==> src/kmp_pkg.sv <==
// ----------------------------------------------------------------------------
// kmp_pkg
// Shared types and constants for the streaming pattern matcher.
// ----------------------------------------------------------------------------
package kmp_pkg;

    localparam int MAX_PATTERN_DEF = 64;

    typedef enum logic {
        CMD_PATTERN = 1'b0,
        CMD_TEXT    = 1'b1
    } t_cmd;

    typedef enum logic [1:0] {
        ST_OK         = 2'd0,
        ST_OVERFLOW   = 2'd1,
        ST_NO_PATTERN = 2'd2
    } t_status;

    // control broadcast from the sequencer to every cell
    typedef struct packed {
        logic step;   // text byte: advance partial-match bits
        logic clear;  // drop all partial matches
        logic build;  // pattern complete: latch tail marks
    } t_cell_ctl;

endpackage

==> src/kmp_cell.sv <==
// ----------------------------------------------------------------------------
// kmp_cell
// One pattern position: holds its byte, a tail mark and the partial-match bit
// saying the pattern prefix ending at this position matches the text so far.
// ----------------------------------------------------------------------------
module kmp_cell
    import kmp_pkg::*;
(
    input  logic      i_clk,
    input  logic      i_rst_n,
    input  t_cell_ctl i_ctl,
    input  logic      i_wr,
    input  logic      i_tail,
    input  logic [7:0] i_symbol,
    input  logic      i_prev_match,
    output logic      o_match,
    output logic      o_hit
);

    logic [7:0] r_sym;
    logic       r_tail;
    logic       r_match;
    logic       n_match;
    logic       w_step_val;

    assign w_step_val = i_prev_match && (i_symbol == r_sym);
    assign o_hit      = i_ctl.step && w_step_val && r_tail;
    assign o_match    = r_match;

    always_comb begin
        n_match = r_match;
        if (i_ctl.clear) begin
            n_match = 1'b0;
        end else if (i_ctl.step) begin
            n_match = w_step_val;
        end
    end

    always_ff @(posedge i_clk) begin
        if (i_wr) begin
            r_sym <= i_symbol;
        end
    end

    always_ff @(posedge i_clk) begin
        if (!i_rst_n) begin
            r_match <= 1'b0;
            r_tail  <= 1'b0;
        end else begin
            r_match <= n_match;
            if (i_ctl.build) begin
                r_tail <= i_tail;
            end
        end
    end

endmodule

==> src/kmp_stream_matcher.sv <==
// ----------------------------------------------------------------------------
// kmp_stream_matcher
// Single-pattern streaming byte matcher built from a row of match cells.
// ----------------------------------------------------------------------------
// Usage:
//   Raise start with i_cmd/i_symbol/i_last; the item is taken when busy is
//   low. busy never rises, so one item may be issued every cycle.
//   Pattern bytes (CMD_PATTERN) fill cells 0..MAX_PATTERN-1 in order; extra
//   bytes are dropped and reported as overflow. The pattern byte flagged
//   last arms the matcher. Text bytes (CMD_TEXT) then step every cell at
//   once: each cell's match bit follows its left neighbor's bit from the
//   previous byte, so all overlapping occurrences are reported.
//   Each item gives one result in the cycle after acceptance, marked by o_valid
//   for a single cycle: o_match_end, sticky o_found, o_status. The receiver
//   cannot stall; results must be taken as they appear.
//   Throughput 1 item per cycle; the critical path is the
//   byte compare in each cell plus the OR over all cell hits.
//   Reset clears the pattern length, flags and all match bits; no pattern
//   is loaded afterwards and text items answer with status no-pattern.
// ----------------------------------------------------------------------------
module kmp_stream_matcher
    import kmp_pkg::*;
#(
    parameter int MAX_PATTERN = MAX_PATTERN_DEF
) (
    input  logic       i_clk,
    input  logic       i_rst_n,
    input  logic       start,
    output logic       busy,
    input  logic       i_cmd,
    input  logic [7:0] i_symbol,
    input  logic       i_last,
    output logic       o_valid,
    output logic       o_match_end,
    output logic       o_found,
    output logic [1:0] o_status
);

    localparam int LW = $clog2(MAX_PATTERN + 1);
    localparam logic [LW-1:0] LEN_MAX = LW'(MAX_PATTERN);

    logic          w_accept;
    logic          w_is_text;
    logic          w_text_go;
    t_cell_ctl     w_ctl;

    logic [LW-1:0] r_len, n_len;
    logic          r_ovf, n_ovf;
    logic          r_ready, n_ready;
    logic          r_found, n_found;

    logic [LW-1:0] w_base_len;
    logic          w_base_ovf;
    logic          w_room;
    logic [LW-1:0] w_last_idx;

    logic [MAX_PATTERN-1:0] w_match;
    logic [MAX_PATTERN-1:0] w_hit;
    logic                   w_any_hit;

    logic    r_valid;
    logic    r_match_end, n_match_end;
    logic    r_found_out, n_found_out;
    t_status r_status, n_status;

    assign busy      = 1'b0;
    assign w_accept  = start && !busy;
    assign w_is_text = (t_cmd'(i_cmd) == CMD_TEXT);
    assign w_text_go = w_accept && w_is_text && r_ready;

    // a new pattern discards the armed one
    assign w_base_len = r_ready ? '0 : r_len;
    assign w_base_ovf = r_ready ? 1'b0 : r_ovf;
    assign w_room     = (w_base_len < LEN_MAX);
    assign w_last_idx = w_room ? w_base_len : (w_base_len - LW'(1));

    always_comb begin
        w_ctl.step  = w_text_go;
        w_ctl.clear = w_accept && (!w_is_text || (r_ready && i_last));
        w_ctl.build = w_accept && !w_is_text && i_last;
    end

    genvar gi;
    generate
        for (gi = 0; gi < MAX_PATTERN; gi++) begin : g_cell
            logic w_prev;
            logic w_wr;
            logic w_tail;
            if (gi == 0) begin : g_head
                assign w_prev = 1'b1;
            end else begin : g_body
                assign w_prev = w_match[gi-1];
            end
            assign w_wr   = w_accept && !w_is_text && (w_base_len == LW'(gi));
            assign w_tail = (w_last_idx == LW'(gi));
            kmp_cell u_cell (
                .i_clk        (i_clk),
                .i_rst_n      (i_rst_n),
                .i_ctl        (w_ctl),
                .i_wr         (w_wr),
                .i_tail       (w_tail),
                .i_symbol     (i_symbol),
                .i_prev_match (w_prev),
                .o_match      (w_match[gi]),
                .o_hit        (w_hit[gi])
            );
        end
    endgenerate

    assign w_any_hit = |w_hit;

    always_comb begin
        n_len       = r_len;
        n_ovf       = r_ovf;
        n_ready     = r_ready;
        n_found     = r_found;
        n_match_end = 1'b0;
        n_found_out = 1'b0;
        n_status    = ST_OK;
        if (w_accept) begin
            if (!w_is_text) begin
                n_len   = w_room ? (w_base_len + LW'(1)) : w_base_len;
                n_ovf   = w_base_ovf || !w_room;
                n_ready = i_last;
                n_found = 1'b0;
                n_status = n_ovf ? ST_OVERFLOW : ST_OK;
            end else if (r_ready) begin
                n_match_end = w_any_hit;
                n_found_out = r_found || w_any_hit;
                n_found     = i_last ? 1'b0 : n_found_out;
                n_status    = r_ovf ? ST_OVERFLOW : ST_OK;
            end else begin
                n_status = ST_NO_PATTERN;
            end
        end
    end

    always_ff @(posedge i_clk) begin
        if (!i_rst_n) begin
            r_len   <= '0;
            r_ovf   <= 1'b0;
            r_ready <= 1'b0;
            r_found <= 1'b0;
            r_valid <= 1'b0;
        end else begin
            r_len   <= n_len;
            r_ovf   <= n_ovf;
            r_ready <= n_ready;
            r_found <= n_found;
            r_valid <= w_accept;
        end
    end

    always_ff @(posedge i_clk) begin
        r_match_end <= n_match_end;
        r_found_out <= n_found_out;
        r_status    <= n_status;
    end

    assign o_valid     = r_valid;
    assign o_match_end = r_match_end;
    assign o_found     = r_found_out;
    assign o_status    = r_status;

`ifndef SYNTH
    a_hit_sets_found: assert property (@(posedge i_clk) disable iff (!i_rst_n)
        o_valid && o_match_end |-> o_found)
        else $error("match reported without found");

    a_one_result: assert property (@(posedge i_clk) disable iff (!i_rst_n)
        w_accept |=> o_valid)
        else $error("accepted item gave no result");

    a_no_hit_unarmed: assert property (@(posedge i_clk) disable iff (!i_rst_n)
        o_valid && o_match_end |-> o_status != ST_NO_PATTERN)
        else $error("match reported without a pattern");

    a_armed_len: assert property (@(posedge i_clk) disable iff (!i_rst_n)
        r_ready |-> (r_len != '0) && (r_len <= LEN_MAX))
        else $error("armed with bad pattern length");
`endif

endmodule
==> config.mk <==
export PLATFORM = sky130hd
export DESIGN_NAME = kmp_stream_matcher
export DESIGN_NICKNAME = d
export VERILOG_FILES = /design/src/kmp_pkg.sv /design/src/kmp_cell.sv /design/src/kmp_stream_matcher.sv
export SDC_FILE = /design/constraint.sdc
export NUM_CORES = 1
export LEC_CHECK = 0
export BUFFER_PORTS_ARGS = -buffer_cell sky130_fd_sc_hd__buf_2
export CORE_AREA = 2 2 223 225
export DETAILED_ROUTE_END_ITERATION = 8
export DIE_AREA = 0 0 225 227
export MAX_ROUTING_LAYER = met4
export PLACE_DENSITY = 0.73
export SYNTH_ARGS = -nofsm -noshare
export SYNTH_HDL_FRONTEND = slang
export SYNTH_SLANG_ARGS = --single-unit
==> constraint.sdc <==
create_clock -name i_clk -period 3.45 [get_ports i_clk]
set_clock_uncertainty 0.05 [all_clocks]
set_input_delay 0.69 -clock i_clk [delete_from_list [all_inputs] [get_ports i_clk]]
set_output_delay 0.69 -clock i_clk [all_outputs]
set_load 0.02 [all_outputs]
==> reports/results.ini <==
[sta]
holdWs_ns = 0.310
slew_viol_final = 0
hold_violations = 0
setup_viol = 0
rsz0062_at_grt = false
relSlewSlack_pct = 42.8
fin_crit_sh_pct = 88.1
fin_crit_ns = 3.04
timing.fmax_mhz = 329
worst_pin_slew_ns = 0.854

[power]
p_leak_nw = 10.7
powerDensity_nw_per_um2 = 514
power_mw = 16.5
ir_worst_vdd_v = 0.000410

[drt]
dr.pass1.iters = 5
drc = 0
vias = 17300
first_iter_violations = 1903
routed_wl_mm = 67.5
viasPerCell = 5.86
ant_nets = 0
avgRoutedWirePerCell_um = 22.8

[cts]
hold_buffers = 0
clock_path_buffers = 3
root_buffer = clkbuf_16
cts.sinks = 654
clk_latency_ns = 0.59
tritoncts = done
htree_levels = 3
cts_made_buffers = 68
clkTransAtPathRegs_ns = 0.06
cts_setup_buffers = 0
cts_resized = 0

[global_routing]
antenna_found_initial = 1
track_usage_pct = 27.9
use_met2_pct = 43.2
grt_pass1_vias = 17200
busiest_layer = met2
gr-total-overflow = 0
grt_max_degree = 75
grt_pass1_wl_mm = 103
met1_usage_pct = 37.3
grtUsageMet3_pct = 4.53

[worst_setup_path]
r2r_setup_slack_ns = 0.52
worstSetupPathType = in2reg
crit_family = simple AND/OR/NAND/NOR gates
r2r_start = r_ready$_SDFFE_PN0P_
required_ns = 3.86
critical_path_cell_count = 11
max_stage_delay_ns = 0.54
crit_fanout = 24
r2r_cells = 10
critPathMostFrequentCell = buf_12
crit_buf_inv = 3
r2r-end = r_found$_SDFFE_PN0P_
cp-start-kind = input port
arrival_ns = 3.45
cp_cell_sequence = buf_6 -> buf_12 -> buf_12 -> xnor2_1 -> nand4_1 -> nor3_1 -> a22o_1 -> or3_1 -> or4_1 -> nor4_2 -> a31oi_1
cp-end-kind = flop
cp_slowest_cell = or4_1

[die]
fp-row-count = 81
core_area_um2 = 48500
start_util_pct = 57.6
io_pins = 19
die_h_um = 227
fp.dieArea_um2 = 51100
dieWidth_um = 225

[synth]
async_reset_ff_share_pct = 0
syn_area_per_cell_um2 = 13.3
synth_compound_area_share_pct = 4.04
synthMuxAreaShare_pct = 0.179
synth_ff_type = edfxtp_1
synth_nets = 2127
synth_top_family_by_area = XOR/XNOR gates
yosysTopAreaCell = edfxtp_1
yosysWarnings = 0
synthAdderAreaFrac_pct = 0.224
synth_area_leaders = edfxtp_1 55%, dfxtp_1 10%, xor2_1 9.9%
yosysSeqAreaShare_pct = 65.1
synthDistinctLibCells = 58
synth_top_area_share_pct = 55.0
syn-cell-area_um2 = 28000
synth-edff-count = 512
syn_inst = 2109
synth-seq-cells = 654
synth_xor_area_share_pct = 16.2
yosys.area_share.simple_pct = 11.3

[place]
place_area_um2 = 29900
dp_hpwl_mm = 45.8
portBuffers = 17
gp_congestion = 0.955
placed_cells = 2834

[layout]
layout_common_cells = 512 x edfxtp_1, 316 x xor2_1, 201 x xnor2_1
final_area_um2 = 32100
drive_gt1_share_pct = 13.5
areaGrowthSynthToFinish_pct = 14.9
final_nets = 2300
fin_cells = 2958
layout_commonest_cell = edfxtp_1
nFillCells = 3427
fin_util_pct = 66.2

[min_path]
min_to = g_cell[26].u_cell.r_sym[4]$_DFFE_PP_
holdCritStartpoint = i_symbol[4]
hold_depth = 1
hold_class = in2reg

[flow_run]
drv_cap = 0

[status]
status = completed

-- per-stage QoR --
stage | setup TNS (ns) | setup slack (ns)
final | 0 | 0.412
after global routing | 0 | 0.346
after CTS | 0 | 0.478
after detailed placement | -0.366 | -0.148
after global placement | -0.338 | -0.126
after floorplan | 0 | 0.453
-- worst register-to-register path, stage by stage (launching register included) --
cell and delay (ns):
dfxtp_1 0.37, buf_4 0.23, and3_1 0.70, nand4_1 0.22, nor3_1 0.51, a2bb2oi_1 0.16, nand4b_1 0.11, a2111oi_0 0.09
buf_4 0.18, o22a_1 0.16, o31ai_1 0.07
-- state kept, by name, summed over array words and instances (netlist names) --
signal,count
r_ready,1
g_cell.u_cell.o_match,63
r_ovf,1
o_match_end,1
o_valid,1
o_status,2
o_found,1
r_len,7
g_cell.u_cell.r_tail,64
g_cell.u_cell.r_sym,512
r_found,1
-- layout make-up --
class | count | area (µm²) | share of cell area, %
sequential | 654 | 18200 | 56.7
tap | 622 | 778 | 2.42
clock inverter | 30 | 231 | 0.721
inverter | 17 | 63.8 | 0.199
clock buffer | 93 | 1940 | 6.05
antenna | 1 | 2.50 | 0.00779
timing repair buffer | 219 | 1940 | 6.04
multi-input combinational | 1322 | 8950 | 27.9
-- per-layer routing --
layer / wire [µm] / share of wire [%]
met4: 2320 / 3.4
met2: 31800 / 47
met5: 0 / 0
met3: 4420 / 6.5
met1: 29000 / 43
-- cell families (layout without fill, tap and decap cells) --
| logic type | count (synthesis) | in the layout |
|---|---|---|
| buffers and inverters | 133 | 359 |
| AOI/OAI and AO/OA | 169 | 169 |
| DFF | 654 | 654 |
| muxes | 5 | 5 |
| adders and majority gates | 5 | 5 |
| and+or+nand+nor | 625 | 625 |
| xor gates and xnor gates | 517 | 517 |
| other | 1 | 2 |
-- cells in the mapped netlist (5+ instances only) --
library cell  instances
edfxtp_1            512
xor2_1              316
xnor2_1             201
nor2_1              147
dfxtp_1             142
nand2_1             105
nand3_1              80
nor4_1               73
nand4_1              70
a21oi_1              63
clkbuf_1             54
nor2b_1              42
nor3_1               42
a22oi_1              39
buf_4                28
a21boi_0             27
and3_1               27
inv_1                17
buf_6                13
and2_1               11
buf_2                 8
nand2b_1              6
o21ai_0               6
or3_1                 6
buf_1                 5
buf_8                 5
ha_1                  5
mux2i_1               5
-- where the power goes --
group / switching, mW / internal, mW
combinational: 0.541 / 0.334
clock: 2.92 / 4.23
sequential: 0.00833 / 8.49
total: 3.47 / 13.1
-- worst max path at each step --
stage                                    end         from  slack, ns
after floorplan           o_found$_SDFF_PP0_  i_symbol[2]       0.45
after global placement    o_found$_SDFF_PP0_  i_symbol[2]      -0.13
final                     o_found$_SDFF_PP0_  i_symbol[2]       0.41
after global routing      o_found$_SDFF_PP0_  i_symbol[2]       0.35
after detailed placement  o_found$_SDFF_PP0_  i_symbol[2]      -0.15
after CTS                 o_found$_SDFF_PP0_  i_symbol[2]       0.48
Power figures use the tool's default switching activity.
